$ cat config.mk
export PLATFORM = sky130hd
export DESIGN_NAME = derivation_path_junction_parser
export DESIGN_NICKNAME = d
export VERILOG_FILES = /design/src/design/dpjp_pkg.sv /design/src/design/dpjp_parser.sv /design/src/design/dpjp_emit.sv /design/src/design/derivation_path_junction_parser.sv
export VERILOG_INCLUDE_DIRS = /design/src /design/src/design
export SDC_FILE = /design/constraint.sdc
export NUM_CORES = 1
export LEC_CHECK = 0
export BUFFER_PORTS_ARGS = -buffer_cell sky130_fd_sc_hd__buf_2
export CORE_MARGIN = 1.5
export CORE_UTILIZATION = 27
export DETAILED_ROUTE_END_ITERATION = 6
export GPL_TIMING_DRIVEN = 1
export PLACE_DENSITY_LB_ADDON = 0.15
export SYNTH_ARGS = -nofsm -noshare
export SYNTH_HDL_FRONTEND = slang
export SYNTH_SLANG_ARGS = --single-unit
export TNS_END_PERCENT = 50
$ cat constraint.sdc
create_clock -name i_clk -period 10.6 [get_ports i_clk]
set_input_delay 1.06 -clock i_clk [delete_from_list [all_inputs] [get_ports i_clk]]
set_output_delay 1.06 -clock i_clk [all_outputs]
set_load 0.02 [all_outputs]
$ cat src/design/derivation_path_junction_parser_defines.svh
`ifndef DERIVATION_PATH_JUNCTION_PARSER_DEFINES_SVH
`define DERIVATION_PATH_JUNCTION_PARSER_DEFINES_SVH

// Same-cycle implication, checked outside reset.
`define DPJP_ASSERT_NOW(lbl, clk, rst_n, ante, cons, msg) \
    lbl: assert property (@(posedge clk) disable iff (!rst_n) (ante) |-> (cons)) \
        else $error(msg);

// Next-cycle implication, checked outside reset.
`define DPJP_ASSERT_NEXT(lbl, clk, rst_n, ante, cons, msg) \
    lbl: assert property (@(posedge clk) disable iff (!rst_n) (ante) |=> (cons)) \
        else $error(msg);

`endif

$ cat src/design/dpjp_pkg.sv
package dpjp_pkg;

    localparam int MAX_PATH_BYTES = 128;
    localparam int MAX_JUNCTIONS  = 8;

    localparam int CODE_BYTES  = 32;
    localparam int STORE_DEPTH = CODE_BYTES - 1;
    localparam int STORE_AW    = $clog2(STORE_DEPTH);
    localparam int LEN_W       = $clog2(CODE_BYTES) + 1;
    localparam int CODE_W      = 8 * CODE_BYTES;
    localparam int STORE_W     = 8 * STORE_DEPTH;
    localparam int WORD_W      = 64;

    localparam logic [7:0] SLASH = 8'h2F;

    localparam logic KIND_WORD   = 1'b0;
    localparam logic KIND_STATUS = 1'b1;

    localparam logic STATUS_OK      = 1'b0;
    localparam logic STATUS_BAD_LEN = 1'b1;

    typedef struct packed {
        logic              has_words;
        logic              has_status;
        logic [2:0]        jidx;
        logic              hard;
        logic              status;
        logic [3:0]        count;
        logic [CODE_W-1:0] code;
    } t_job;

    function automatic logic [CODE_W-1:0] f_chain_code(
        input logic [STORE_W-1:0] jb,
        input logic [LEN_W-1:0]   len
    );
        logic [CODE_W-1:0] c;
        c = '0;
        if (len < LEN_W'(CODE_BYTES)) begin
            c[7:0] = 8'({len, 2'b00});
            for (int p = 1; p < CODE_BYTES; p++) begin
                if (LEN_W'(p) <= len) begin
                    c[8*p +: 8] = jb[8*(p-1) +: 8];
                end
            end
        end
        return c;
    endfunction

endpackage

$ cat src/design/dpjp_parser.sv
module dpjp_parser (
    input  logic                i_clk,
    input  logic                i_rst_n,
    input  logic                i_accept,
    input  logic [7:0]          i_path_byte,
    input  logic [9:0]          i_path_len,
    output dpjp_pkg::t_job      o_job
);

    typedef enum logic [1:0] {
        PH_EXPECT,
        PH_SLASHES,
        PH_JUNCTION,
        PH_STOPPED
    } t_phase;

    t_phase                       r_phase, n_phase;
    logic [9:0]                   r_bytes_seen;
    logic [1:0]                   r_slash_run, n_slash_run;
    logic [3:0]                   r_done;
    logic [dpjp_pkg::LEN_W-1:0]   r_jlen;
    logic [7:0]                   r_jb [dpjp_pkg::STORE_DEPTH];

    logic                         is_end, bad, is_slash;
    logic                         start, append, fin_slash, open_j, fin_end, fin;
    logic                         wr_en;
    logic [dpjp_pkg::STORE_AW-1:0] wa;
    logic [dpjp_pkg::LEN_W-1:0]   upd_len, fin_len;
    logic [3:0]                   done_fin, done_all;
    logic [dpjp_pkg::STORE_W-1:0] jb_flat;

    assign is_end   = (11'(r_bytes_seen) + 11'd1) >= 11'(i_path_len);
    assign bad      = (i_path_len == 10'd0) || (i_path_len > 10'(dpjp_pkg::MAX_PATH_BYTES));
    assign is_slash = (i_path_byte == dpjp_pkg::SLASH);

    always_comb begin
        n_phase     = r_phase;
        n_slash_run = r_slash_run;
        start       = 1'b0;
        append      = 1'b0;
        fin_slash   = 1'b0;
        open_j      = 1'b0;
        if (!bad) begin
            case (r_phase)
                PH_EXPECT: begin
                    if (is_slash) open_j = 1'b1;
                    else          n_phase = PH_STOPPED;
                end
                PH_SLASHES: begin
                    if (is_slash) begin
                        if (r_slash_run >= 2'd2) n_phase = PH_STOPPED;
                        else                     n_slash_run = r_slash_run + 2'd1;
                    end else begin
                        start   = 1'b1;
                        n_phase = PH_JUNCTION;
                    end
                end
                PH_JUNCTION: begin
                    if (is_slash) begin
                        fin_slash = 1'b1;
                        open_j    = 1'b1;
                    end else if (r_jlen < dpjp_pkg::LEN_W'(dpjp_pkg::CODE_BYTES)) begin
                        append = 1'b1;
                    end
                end
                default: ;
            endcase
        end
        done_fin = r_done + 4'(fin_slash);
        if (open_j) begin
            if (done_fin >= 4'(dpjp_pkg::MAX_JUNCTIONS)) begin
                n_phase = PH_STOPPED;
            end else begin
                n_slash_run = 2'd1;
                n_phase     = PH_SLASHES;
            end
        end
    end

    always_comb begin
        if (start)       upd_len = dpjp_pkg::LEN_W'(1);
        else if (append) upd_len = r_jlen + dpjp_pkg::LEN_W'(1);
        else             upd_len = r_jlen;
        wr_en = start
            || (append && (r_jlen < dpjp_pkg::LEN_W'(dpjp_pkg::STORE_DEPTH)));
        wa    = start ? '0 : r_jlen[dpjp_pkg::STORE_AW-1:0];
        for (int i = 0; i < dpjp_pkg::STORE_DEPTH; i++) begin
            jb_flat[8*i +: 8] = (wr_en && (wa == dpjp_pkg::STORE_AW'(i)))
                ? i_path_byte : r_jb[i];
        end
    end

    assign fin_end  = is_end && !bad && (n_phase == PH_JUNCTION);
    assign fin      = fin_slash || fin_end;
    assign fin_len  = fin_slash ? r_jlen : upd_len;
    assign done_all = r_done + 4'(fin);

    always_comb begin
        o_job.has_words  = fin;
        o_job.has_status = is_end;
        o_job.jidx       = r_done[2:0];
        o_job.hard       = (r_slash_run == 2'd2);
        o_job.status     = bad ? dpjp_pkg::STATUS_BAD_LEN : dpjp_pkg::STATUS_OK;
        o_job.count      = bad ? 4'd0 : done_all;
        o_job.code       = dpjp_pkg::f_chain_code(jb_flat, fin_len);
    end

    always_ff @(posedge i_clk) begin
        if (!i_rst_n) begin
            r_phase      <= PH_EXPECT;
            r_bytes_seen <= '0;
            r_slash_run  <= '0;
            r_done       <= '0;
            r_jlen       <= '0;
        end else if (i_accept) begin
            if (is_end) begin
                r_phase      <= PH_EXPECT;
                r_bytes_seen <= '0;
                r_slash_run  <= '0;
                r_done       <= '0;
                r_jlen       <= '0;
            end else begin
                r_phase      <= n_phase;
                r_bytes_seen <= r_bytes_seen + 10'd1;
                r_slash_run  <= n_slash_run;
                r_done       <= done_all;
                r_jlen       <= fin_slash ? '0 : upd_len;
            end
        end
    end

    always_ff @(posedge i_clk) begin
        if (i_accept && wr_en) begin
            r_jb[wa] <= i_path_byte;
        end
    end

endmodule

$ cat src/design/dpjp_emit.sv
`include "derivation_path_junction_parser_defines.svh"

module dpjp_emit (
    input  logic                        i_clk,
    input  logic                        i_rst_n,
    input  logic                        i_load,
    input  dpjp_pkg::t_job              i_job,
    input  logic                        i_out_stall,
    output logic                        o_busy,
    output logic                        o_free,
    output logic                        o_out_valid,
    output logic                        o_kind,
    output logic [2:0]                  o_junction_index,
    output logic                        o_hard_junction,
    output logic [1:0]                  o_word_index,
    output logic [dpjp_pkg::WORD_W-1:0] o_chain_word,
    output logic                        o_status,
    output logic [3:0]                  o_junction_count,
    output logic                        o_last
);

    logic           r_v;
    logic           r_stat;
    logic [1:0]     r_word;
    dpjp_pkg::t_job r_job;
    logic           xfer;

    assign o_busy      = r_v;
    assign o_out_valid = r_v;
    assign xfer        = r_v && !i_out_stall;
    assign o_free      = xfer && o_last;

    always_comb begin
        if (r_stat) begin
            o_kind           = dpjp_pkg::KIND_STATUS;
            o_junction_index = '0;
            o_hard_junction  = 1'b0;
            o_word_index     = '0;
            o_chain_word     = '0;
            o_status         = r_job.status;
            o_junction_count = r_job.count;
            o_last           = 1'b1;
        end else begin
            o_kind           = dpjp_pkg::KIND_WORD;
            o_junction_index = r_job.jidx;
            o_hard_junction  = r_job.hard;
            o_word_index     = r_word;
            o_chain_word     = r_job.code[dpjp_pkg::WORD_W*r_word +: dpjp_pkg::WORD_W];
            o_status         = dpjp_pkg::STATUS_OK;
            o_junction_count = '0;
            o_last           = (r_word == 2'd3) && !r_job.has_status;
        end
    end

    always_ff @(posedge i_clk) begin
        if (!i_rst_n) begin
            r_v    <= 1'b0;
            r_stat <= 1'b0;
            r_word <= '0;
        end else if (i_load) begin
            r_v    <= 1'b1;
            r_stat <= !i_job.has_words;
            r_word <= '0;
        end else if (xfer) begin
            if (o_last) begin
                r_v <= 1'b0;
            end else if (r_word == 2'd3) begin
                r_stat <= 1'b1;
            end else begin
                r_word <= r_word + 2'd1;
            end
        end
    end

    always_ff @(posedge i_clk) begin
        if (i_load) begin
            r_job <= i_job;
        end
    end

    `DPJP_ASSERT_NOW(a_load_only_when_free, i_clk, i_rst_n, i_load, !r_v || o_free, "job overwritten while results pending")
    `DPJP_ASSERT_NEXT(a_hold_on_stall, i_clk, i_rst_n, r_v && i_out_stall, r_v && $stable(r_word) && $stable(r_stat), "result advanced under stall")
    `DPJP_ASSERT_NOW(a_status_is_last, i_clk, i_rst_n, r_v && (o_kind == dpjp_pkg::KIND_STATUS), o_last, "status result not marked last")

endmodule

$ cat src/design/derivation_path_junction_parser.sv
// Parses a key-derivation path arriving one byte per transfer, each byte tagged with
// the total path length. A byte that causes no result leaves the input unstalled, and a new
// byte can follow in the very next cycle. A byte that ends a junction or the path
// loads a result slot that drains one result per output transfer: four chain code
// words for a finished junction, then one status result at end of path. The next
// byte is taken in the cycle the last result leaves, so the input stalls while the
// results drain and while the output stalls.
module derivation_path_junction_parser (
    input  logic        i_clk,
    input  logic        i_rst_n,
    input  logic        i_in_valid,
    output logic        o_in_stall,
    input  logic [7:0]  i_path_byte,
    input  logic [9:0]  i_path_len,
    output logic        o_out_valid,
    input  logic        i_out_stall,
    output logic        o_kind,
    output logic [2:0]  o_junction_index,
    output logic        o_hard_junction,
    output logic [1:0]  o_word_index,
    output logic [63:0] o_chain_word,
    output logic        o_status,
    output logic [3:0]  o_junction_count,
    output logic        o_last
);

    dpjp_pkg::t_job job;
    logic           accept, load, busy, free;

    assign o_in_stall = busy && !free;
    assign accept     = i_in_valid && !o_in_stall;
    assign load       = accept && (job.has_words || job.has_status);

    dpjp_parser u_parser (
        .i_clk       (i_clk),
        .i_rst_n     (i_rst_n),
        .i_accept    (accept),
        .i_path_byte (i_path_byte),
        .i_path_len  (i_path_len),
        .o_job       (job)
    );

    dpjp_emit u_emit (
        .i_clk            (i_clk),
        .i_rst_n          (i_rst_n),
        .i_load           (load),
        .i_job            (job),
        .i_out_stall      (i_out_stall),
        .o_busy           (busy),
        .o_free           (free),
        .o_out_valid      (o_out_valid),
        .o_kind           (o_kind),
        .o_junction_index (o_junction_index),
        .o_hard_junction  (o_hard_junction),
        .o_word_index     (o_word_index),
        .o_chain_word     (o_chain_word),
        .o_status         (o_status),
        .o_junction_count (o_junction_count),
        .o_last           (o_last)
    );

endmodule
Word level (Yosys, flattened, before mapping). Memories as Yosys holds them, arrays and structs flattened. A register that Yosys moved wholly into a read port is not among the register bits. Index checks and enable logic that the tools add are counted.

Memory bits (writable): 248. Memories kept: 1. Output and inout bits: 79. Bits in read-only memories: 0. Latch bits: 0. Bits of input ports: 22. Word-level logic and storage cells: 217. Register bits after elaboration: 46.

Memory list: u_parser.r_jb (depth 31, bits a word 8, read ports 31, clocked after Yosys merged registers in 31, wr ports 1, line dpjp_parser.sv:22) `logic [7:0] r_jb [dpjp_pkg::STORE_DEPTH];`.

$add $sub $neg: 7. Bitwise gates (word level): 3. Shift operators: 1. Reductions and logical operators: 92. Magnitude comparators: 38. Multiply operators: 0. Multiplexer cells: 53. Div/mod/pow operators: 0. Equality and inequality tests: 7.

Operators by type and width (number): 256-bit by 9-bit indexed part select with 64-bit output (1); 5-bit by 6-bit <= comparator with 1-bit output (first input constant) (16); 64-bit 2-to-1 mux (1); 2-bit AND reduction (32); 4-bit by 6-bit <= comparator with 1-bit output (first input constant) (8); 1-bit logical NOT (37); 2-bit 2-to-1 mux (15); 6-bit 2-to-1 mux (5); 1-bit 2-to-1 mux (26); 3-bit by 6-bit <= comparator with 1-bit output (first input constant) (4); 2-bit by 6-bit <= comparator with 1-bit output (first input constant) (2); 6-bit < comparator (second input constant) (2); 10-bit by 1-bit adder with 11-bit output (second input constant) (1); 11-bit by 10-bit greater-or-equal comparator with 1-bit output (1); 10-bit by 1-bit adder with 10-bit output (second input constant) (1); 10-bit by 8-bit greater-than comparator with 1-bit output (second input constant) (1); 1-bit logical AND (10); 10-bit logical NOT (1); 10-bit 2-to-1 mux (1); 4-bit by 1-bit adder with 4-bit output (2); 2-bit equality test (second input constant) (4); 8-bit by 6-bit equality test with 1-bit output (second input constant) (1); 4-bit 2-to-1 mux (2); 6-bit by 1-bit adder with 6-bit output (second input constant) (1); other kinds (16) (26).

Longest topological paths before layout. Gate-level depths: netlist (run 1).

Word-level depth: 15. Depth in mapped cells: 17. Mapped depth without buffers: 16.

Hierarchy. A second synthesis (run 1) with hierarchy kept.

Cells, all modules: 1926. Area, all modules: 24322.1 um2.

Modules (own cells, without submodules): dpjp_parser (cells each 1400, area each 14088.5 um2, sequential area each 7927.6 um2, times used 1); dpjp_emit (cells each 522, area each 10197.3 um2, sequential area each 8067.7 um2, times used 1); derivation_path_junction_parser (cells each 4, area each 36.3 um2, sequential area each 0.0 um2, times used 1).

Worst setup path after synthesis (run 1). Ideal clock, no wire load.

Path kind: in2reg. Start: input i_path_byte[4]. End: register, netlist name u_emit.r_job[100]. Stages: 6. Data required time: 9.986 ns. Setup time: 0.614 ns. Arrival: 7.496 ns. Path buffers: 1. Slack: 2.490 ns. Cell sequence: or4b_4 -> nor2_1 -> buf_2 -> o2111a_1 -> o31ai_1 -> inv_1.

Word-level cells in the longest chain between the ends: 13. Elaborated cells on any way between the ends: 32. Classes of those cells: add/sub: 1; order compare: 3; eq/ne: 2; mux: 20; reduce/logical: 6.

Ends and longest elaborated chain: start, declared (line derivation_path_junction_parser.sv:13) `input logic [7:0] i_path_byte,`; 8-bit by 6-bit equality test with 1-bit output (*) (line dpjp_parser.sv:34) `assign is_slash = (i_path_byte == dpjp_pkg::SLASH);`; 1-bit 2-to-1 mux (line dpjp_parser.sv:46, dpjp_parser.sv:59); 1-bit 2-to-1 mux (line dpjp_parser.sv:44) `case (r_phase)`; 1-bit 2-to-1 mux (line dpjp_parser.sv:43) `if (!bad) begin`; 4-bit by 1-bit adder with 4-bit output (line dpjp_parser.sv:69) `done_fin = r_done + 4'(fin_slash);`; 4-bit greater-or-equal comparator (line dpjp_parser.sv:71) `if (done_fin >= 4'(dpjp_pkg::MAX_JUNCTIONS)) begin`; 2-bit 2-to-1 mux (line dpjp_parser.sv:71); 2-bit 2-to-1 mux (line dpjp_parser.sv:70) `if (open_j) begin`; 2-bit equality test (line dpjp_parser.sv:93) `assign fin_end = is_end && !bad && (n_phase == PH_JUNCTION);`; 1-bit logical AND (line dpjp_parser.sv:93); 1-bit logical OR (*) (line dpjp_parser.sv:94) `assign fin = fin_slash || fin_end;`; 1-bit logical OR (*) (line derivation_path_junction_parser.sv:32) `assign load = accept && (job.has_words || job.has_status);`; 1-bit logical AND (*) (line derivation_path_junction_parser.sv:32); net load (line derivation_path_junction_parser.sv:28) `logic accept, load, busy, free;`.

The timed path passes the listed nets; every way through them passes the cells marked *. A chain may end at the register's enable or synchronous reset.

Worst setup path in the final report (run 1).
Start: input i_path_byte[7]. End: register, netlist name u_emit.r_job[23].

Word-level cells in the longest chain between the ends: 13. Elaborated cells on any way between the ends: 32. Classes of those cells: add/sub: 1; order compare: 3; eq/ne: 2; mux: 20; reduce/logical: 6.

Ends and longest elaborated chain (line): 8-bit by 6-bit equality test with 1-bit output (*) (dpjp_parser.sv:34); 1-bit 2-to-1 mux (dpjp_parser.sv:46, dpjp_parser.sv:59); 1-bit 2-to-1 mux (dpjp_parser.sv:44); 1-bit 2-to-1 mux (dpjp_parser.sv:43); 4-bit by 1-bit adder with 4-bit output (dpjp_parser.sv:69); 4-bit greater-or-equal comparator (dpjp_parser.sv:71); 2-bit 2-to-1 mux (dpjp_parser.sv:71); 2-bit 2-to-1 mux (dpjp_parser.sv:70); 2-bit equality test (dpjp_parser.sv:93); 1-bit logical AND (dpjp_parser.sv:93); 1-bit logical OR (dpjp_parser.sv:94); 1-bit logical OR (derivation_path_junction_parser.sv:32); 1-bit logical AND (derivation_path_junction_parser.sv:32).

Every way passes the cells marked *; elsewhere a longest branch is shown, timed or not.

==> results of run 1 <==
[worst register-to-register path, delay by kind of cell (launching register included)]
kind            cells  cell delay (ns)
flops               1             0.42
xor+xnor            1             0.24
buf+inv             3             1.03
simple gates        4             1.05
compound gates      3             1.05
fa+ha+maj           1             0.30
[flip-flops by register name, summed over array words and instances (netlist names)]
register               flops
u_emit.r_stat              1
u_parser.r_jlen            6
u_parser.r_jb            248
u_parser.r_slash_run       2
u_parser.r_done            4
u_emit.o_busy              1
u_parser.r_phase           2
u_emit.r_job             264
u_emit.r_word              2
u_parser.r_bytes_seen     10
[metrics by stage]
step,total power (uW),cells
2_1_floorplan,2400,1813
3_3_place_gp,2450,3002
3_5_place_dp,2450,3002
4_1_cts,4520,3115
5_1_grt,4590,3115
6_report,4460,3116
[metal layers]
metal	GRT usage	routed length [microns]	up-vias
met5	0	0	-
met4	0.0380	1150	0
met3	0.0190	2550	75
met2	0.259	34000	326
met1	0.205	31200	7527
li1	-	-	6888
[worst max-delay path by stage]
stage / startpoint / end / depth (start not counted)
final: i_path_byte[7] / u_emit.r_job[23] / 9
after global routing: u_parser.r_bytes_seen[2] / u_emit.r_job[110] / 12
after CTS: u_parser.r_bytes_seen[0] / u_emit.r_job[26] / 12
after detailed placement: i_path_byte[7] / u_emit.r_job[155] / 8
after global placement: i_path_byte[7] / u_emit.r_job[30] / 9
after floorplan: i_path_byte[4] / u_emit.r_job[100] / 6
[Yosys cell counts, drive strengths merged (3+ instances only)]
library cell and number:
edfxtp 512, nand2 270, nor2 159, a21oi 154
mux2i 129, and2 72, clkbuf 66, mux4 62
nand3 59, buf 37, inv 37, o21ai 35
nor3 33, dfxtp 28, ha 18, nor2b 15
nor4 9, o211ai 9, and3 8, xnor2 8
or4 7, a22oi 6, nand2b 6, nand4 6
or3 6, a31oi 5, or2 5, a211oi 4
o21a 4, o31ai 4, xor2 4, a21o 3
a41oi 3, mux2 3
[cell type report]
type | count | area (sq um)
fillers | 8865 | 60500
flip-flops and latches | 540 | 15900
multi-input cells | 1131 | 7620
clock buffers | 87 | 1700
well taps | 1165 | 1460
repair buffers | 127 | 716
clock inverters | 26 | 231
inverters | 39 | 155
diodes | 1 | 2.50
[layout by cell type, fill, tap and decap left out, types with 10 or more instances in the layout]
cell type | synthesis | layout
sky130_fd_sc_hd__mux4_2 | 62 | 62
sky130_fd_sc_hd__o21ai_0 | 19 | 19
sky130_fd_sc_hd__clkinv_1 | 1 | 12
sky130_fd_sc_hd__nor3_2 | 6 | 10
sky130_fd_sc_hd__edfxtp_1 | 512 | 512
sky130_fd_sc_hd__and2_1 | 72 | 72
sky130_fd_sc_hd__dfxtp_1 | 28 | 26
sky130_fd_sc_hd__clkbuf_1 | 66 | 22
sky130_fd_sc_hd__mux2i_1 | 129 | 129
sky130_fd_sc_hd__nand2_1 | 270 | 270
sky130_fd_sc_hd__nor3_1 | 27 | 23
sky130_fd_sc_hd__nand3_1 | 54 | 54
sky130_fd_sc_hd__o21ai_1 | 15 | 15
sky130_fd_sc_hd__clkbuf_16 | 0 | 64
sky130_fd_sc_hd__inv_1 | 31 | 29
sky130_fd_sc_hd__buf_2 | 21 | 100
sky130_fd_sc_hd__nor2b_1 | 15 | 15
sky130_fd_sc_hd__ha_1 | 18 | 18
sky130_fd_sc_hd__buf_4 | 3 | 26
sky130_fd_sc_hd__nor2_1 | 155 | 155
sky130_fd_sc_hd__a21oi_1 | 152 | 152
[power breakdown]
group,switching [uW],internal (uW)
sequential,2.19,2320
combinational,64.1,15.9
clock,878,1180
total,944,3520
[kinds of logic after synthesis]
group,Yosys count,synth area share
compound gates,243,0.0589
xor+xnor,12,0.00436
other cells,1,0.000156
mux,194,0.113
flops,540,0.661
fa+ha+maj,18,0.00934
buf+inv,142,0.0237
simple gates,663,0.130
==> qor_table.md, run 1 <==
| Quantity | Reported |
|---|---|
| Pre-CTS setup slack | 5.19 ns |
| Detail-routed net length per standard cell | 22.1 microns |
| Count of yosys warnings during synthesis | 0 |
| Unrepaired setup endpoints after global routing | false |
| Wire length of the first global-routing pass | 103000 microns |
| DIE HEIGHT | 302 microns |
| Type of the setup path with the least slack | in -> reg |
| Leakage power | 0.00959 uW |
| Fraction of registers with async set or reset after synthesis | 0 |
| Floorplan die area | 0.0911 sq mm |
| Worst r2r dst | u_emit.r_job[110] |
| Worst Tran Pin Value | 1.26 ns |
| Endpoint, Worst Hold | u_parser.r_bytes_seen[9] |
| Post-layout min period | 4.83 ns |
| Routability Congestion | 0.849 |
| Timing-limited maximum frequency | 0.207 GHz |
| Final critical-path share of the clock period | 0.455 |
| Cell with the biggest individual delay on the critical path | sky130_fd_sc_hd__nor2b_1 |
| Global-route congestion overflow total | 0 |
| Type of the most critical hold path | reg -> reg |
| Buffering stage count on the worst path with inverters included | 2 |
| Starting DRC count in detailed routing | 1281 |
| CP cell instances | buf_2 -> buf_4 -> or4b_4 -> o21ai_0 -> a21oi_2 -> a22oi_2 -> a31o_2 -> nor2b_1 -> nor2_1 |
| Net count after synthesis | 1853 |
| Total CTS buffers | 61 |
| Clock tree root buffer cell | sky130_fd_sc_hd__clkbuf_16 |
| Count of cells along the worst hold path | 2 |
| Crit path required time | 10.94 ns |
| Cell family with most CP delay | compound AO/OA/AOI/OAI gates |
| Critical hold path startpoint | u_parser.r_bytes_seen[9] |
| Max incr delay on CP | 0.96 ns |
| Number of setup violations in the final report | 0 |
| Buffers from clock root to sink, at most | 3 |
| Primary flip-flop cell chosen by synthesis mapping | sky130_fd_sc_hd__edfxtp_1 |
| Largest driver fanout on the critical path | 26 |
| Path depth of the worst reg2reg path | 12 |
| Number of enable flip-flop cells after synthesis | 512 |
| Startpoint of the lowest-slack register-to-register path | u_parser.r_bytes_seen[0] |
| Cell Rows | 109 |
| Pre-Repair DR Iteration Count | 6 |
| Worst relative slew slack | 0.156 |
| Remaining antenna violation count | 0 |
| Input/output buffers | 100 |
| Cell Area, Placed | 0.0259 sq mm |
| Proportion of layout cells with a drive suffix above 1 | 0.166 |
| Overall via count from detail_route | 14816 |
| Critical Path Start Type | input port |
| Gate Count Post-Synth | 1813 |
| Final-stage net count | 1940 |
| Number of H-tree levels | 2 |
| Maximum number of pins on one net before global-route repair | 174 |
| Total number of clock tree sinks | 540 |
| Final HPWL from detailed placement | 42500 microns |
| Clock tree from TritonCTS | done |
| # IOs | 101 |
| Critical Path AT | 5.17 ns |
| Top cells by area in the synthesized netlist | sky130_fd_sc_hd__edfxtp_1, sky130_fd_sc_hd__mux4_2, sky130_fd_sc_hd__mux2i_1 |
| Run status | complete, no violations |
| Fraction of the yosys area taken by sequential cells | 0.661 |
| Later-pin clock latency in the skew report | 0.64 ns |
| Total track usage | 0.152 |
| Final sum of negative setup slack | 0 ns |
| Initial core utilization | 0.273 |
| Overall die width | 302 microns |
| Design area | 0.0278 sq mm |
| Max-cap violations | 0 |
| Initial antenna violation count | 2 |
| Clk_skew | 0.0321 ns |
| Post-Route WL | 68900 microns |
| Number of flip-flops and latches in the synthesized netlist | 540 |
| Total power density per cell area | 160 mW/mm^2 |
| Flop-to-flop setup slack | 5.86 ns |
| Final WS setup | 5.77 ns |
| Final-layout worst hold slack | 0.482 ns |
| Critical path endpoint category | register |
| Distinct cells, synth | 74 |
| Average instance area after synthesis | 13.3 sq um |
| Total standard cell area after synthesis | 0.0241 sq mm |
| Post-CTS Setup Repair Bufs | 0 |
| Final Max Slew Viols | 0 |
| Area share of the leading cell type in the synthesized netlist | 0.638 |
| Clock transition time at the flip-flop clock pins of the worst setup and hold paths | 0.06 ns |
| # resized after CTS | 0 |
| Area Overhead vs Synth | 15.4% |
| Count of endpoints failing hold in the final timing report | 0 |
| Number of global-route vias before repair | 15088 |
| Core outline area | 0.0884 sq mm |
| Worst IR drop on VDD | 0.000122 V |
| Biggest area consumer among synthesized cells | sky130_fd_sc_hd__edfxtp_1 |
| Count of hold-fix buffers inserted at cts | 0 |
| Post-layout util | 0.315 |
| Via density per instance | 4.75 |
| DR DRC count | 0 |
(Power assumes the default switching activity.)
==> run 2: changes to the inputs <==
- clock period: 10.6 -> 4.1 ns (I/O delays scaled with it)
==> qor_table.md, run 2 (synthesized netlist as in run 1, its figures left out) <==
| Quantity | Reported |
|---|---|
| Clk_skew | 0.0291 ns |
| # IOs | 101 |
| Critical hold path startpoint | i_out_stall |
| Count of endpoints failing hold in the final timing report | 0 |
| Area Overhead vs Synth | 17.5% |
| Final-layout worst hold slack | 0.114 ns |
| Post-CTS Setup Repair Bufs | 0 |
| Maximum number of pins on one net before global-route repair | 86 |
| Flip-flop count of the largest register, all copies and words added | 264 |
| Number of standard cells in the final layout excluding fillers | 3162 |
| Proportion of layout cells with a drive suffix above 1 | 0.195 |
| DIE HEIGHT | 302 microns |
| Placed instance count | 3056 |
| Cell Rows | 109 |
| Overall via count from detail_route | 14988 |
| Number of H-tree levels | 2 |
| Number of setup violations in the final report | 0 |
| Post-layout total power | 11400 uW |
| Count of hold-fix buffers inserted at cts | 0 |
| Largest reg by FF count | u_emit.r_job |
| Startpoint of the lowest-slack register-to-register path | u_parser.r_phase[0] |
| Number of global-route vias before repair | 15239 |
| Area of all sequential standard cells | 0.0160 sq mm |
| Path depth of the worst reg2reg path | 8 |
| Remaining antenna violation count | 0 |
| Initial core utilization | 0.273 |
| Endpoint, Worst Hold | u_emit.r_stat |
| Largest driver fanout on the critical path | 34 |
| Clock tree from TritonCTS | done |
| Max incr delay on CP | 0.72 ns |
| DR DRC count | 0 |
| Run status | complete, no violations |
| Final-stage net count | 1992 |
| Clock tree root buffer cell | sky130_fd_sc_hd__clkbuf_16 |
| Type of the setup path with the least slack | reg -> out |
| Via density per instance | 4.74 |
| Most common library cell in the layout ignoring fill and taps | sky130_fd_sc_hd__edfxtp_1 |
| Input/output buffers | 100 |
| Count of cells along the worst hold path | 3 |
| Later-pin clock latency in the skew report | 0.65 ns |
| Final WS setup | 0.353 ns |
| Overall die width | 302 microns |
| Worst IR drop on VDD | 0.000325 V |
| Worst Tran Pin Value | 1.16 ns |
| Wire length of the first global-routing pass | 104000 microns |
| Cell family with most CP delay | buffers and inverters |
| Max-cap violations | 0 |
| Core outline area | 0.0884 sq mm |
| Critical Path Start Type | register |
| Global-route congestion overflow total | 0 |
| Crit path required time | 3.69 ns |
| Floorplan die area | 0.0911 sq mm |
| Type of the most critical hold path | in -> reg |
| Post-Route WL | 68800 microns |
| Cell with the most instances on the worst path | sky130_fd_sc_hd__buf_4 |
| Starting DRC count in detailed routing | 1151 |
| # resized after CTS | 0 |
| Critical Path AT | 3.34 ns |
| Count of filler cells inserted in the layout | 8863 |
| Buffers from clock root to sink, at most | 3 |
| Total CTS buffers | 59 |
| CP cell instances | buf_4 -> buf_4 -> mux4_2 -> and2_1 -> buf_2 |
| Top library cells by usage in the layout, fill and taps aside | sky130_fd_sc_hd__edfxtp_1, sky130_fd_sc_hd__nand2_1, sky130_fd_sc_hd__nor2_1 |
| Pre-CTS setup slack | 0.209 ns |
| Total track usage | 0.151 |
| Flop-to-flop setup slack | 0.50 ns |
| Worst relative slew slack | 0.220 |
| Multi-input combinational cell area | 0.00768 sq mm |
| Final HPWL from detailed placement | 45300 microns |
| Largest registers | u_emit.r_job x264, u_parser.r_jb x248, u_parser.r_bytes_seen x10 |
| Pre-Repair DR Iteration Count | 5 |
| Total power density per cell area | 404 mW/mm^2 |
| Final sum of negative setup slack | 0 ns |
| Clock transition time at the flip-flop clock pins of the worst setup and hold paths | 0.06 ns |
| Detail-routed net length per standard cell | 21.8 microns |
| Buffering stage count on the worst path with inverters included | 3 |
| Final critical-path share of the clock period | 0.914 |
| Cell with the biggest individual delay on the critical path | sky130_fd_sc_hd__buf_4 |
| Post-layout min period | 3.75 ns |
| Critical path endpoint category | primary output |
| Initial antenna violation count | 1 |
| Leakage power | 0.00994 uW |
| Worst r2r dst | u_emit.r_job[248] |
| Total number of clock tree sinks | 540 |
| Final Max Slew Viols | 0 |
| Unrepaired setup endpoints after global routing | false |
| Routability Congestion | 0.834 |
| Timing-limited maximum frequency | 0.267 GHz |
-- run 2: cell count changes in the layout (fill, tap and decap cells not counted), moves of 2 or more --
cell	before	now
sky130_fd_sc_hd__buf_12	1	7
sky130_fd_sc_hd__buf_4	26	74
sky130_fd_sc_hd__bufinv_16	3	5
sky130_fd_sc_hd__clkbuf_1	22	13
sky130_fd_sc_hd__clkbuf_16	64	59
sky130_fd_sc_hd__clkinv_2	7	13
sky130_fd_sc_hd__dfxtp_1	26	21
sky130_fd_sc_hd__dfxtp_2	0	3
sky130_fd_sc_hd__dfxtp_4	2	4
sky130_fd_sc_hd__nand3_1	54	51
sky130_fd_sc_hd__nand3_2	5	7
sky130_fd_sc_hd__nor3_1	23	26
sky130_fd_sc_hd__nor3_2	10	7
-- run 2: area by class of cell --
class / instances / share of cell area
flip-flops and latches: 540 / 0.563
multi-input cells: 1131 / 0.271
clock buffers: 72 / 0.0539
well taps: 1165 / 0.0515
repair buffers: 181 / 0.0422
clock inverters: 33 / 0.0123
inverters: 39 / 0.00535
diodes: 1 / 0.0000884
-- run 2: how the worst max path moves through the flow --
| stage | startpoint | end | cells past startpoint |
|---|---|---|---|
| 2_1_floorplan | u_parser.r_bytes_seen[2] | u_emit.r_job[100] | 10 |
| 3_3_place_gp | i_path_len[0] | u_emit.r_job[98] | 8 |
| 3_5_place_dp | i_path_len[9] | u_parser.r_jb[18][3] | 8 |
| 4_1_cts | u_emit.r_word[0] | o_chain_word[30] | 5 |
| 5_1_grt | u_emit.r_word[0] | o_chain_word[20] | 5 |
| 6_report | u_emit.r_word[0] | o_chain_word[20] | 5 |
-- run 2: report_power, final --
part	switching, uW	total [uW]	internal [uW]
sequential	5.35	5990	5990
combinational	179	225	46.3
clock	2250	5210	2960
total	2430	11400	9000
-- run 2: through the flow --
| step | util | area (sq um) |
|---|---|---|
| after floorplan | - | 24200 |
| after global placement | 0.299 | 26400 |
| after detailed placement | 0.299 | 26400 |
| after CTS | 0.320 | 28300 |
| after global routing | 0.320 | 28300 |
| final | 0.320 | 28300 |
-- run 2: worst register-to-register path, delay by kind of cell (launching register included) --
kind,cells,cell delay (ns)
compound gates,3,1.03
buf+inv,1,0.23
flops,1,0.43
simple gates,4,1.77
-- run 2: layer usage --
metal  vias to the layer above  share of wire  GRT usage
li1                       6993              -          -
met1                      7614           0.47      0.213
met2                       301           0.48      0.248
met3                        80          0.036     0.0220
met4                         0          0.016     0.0310
met5                         -              0          0
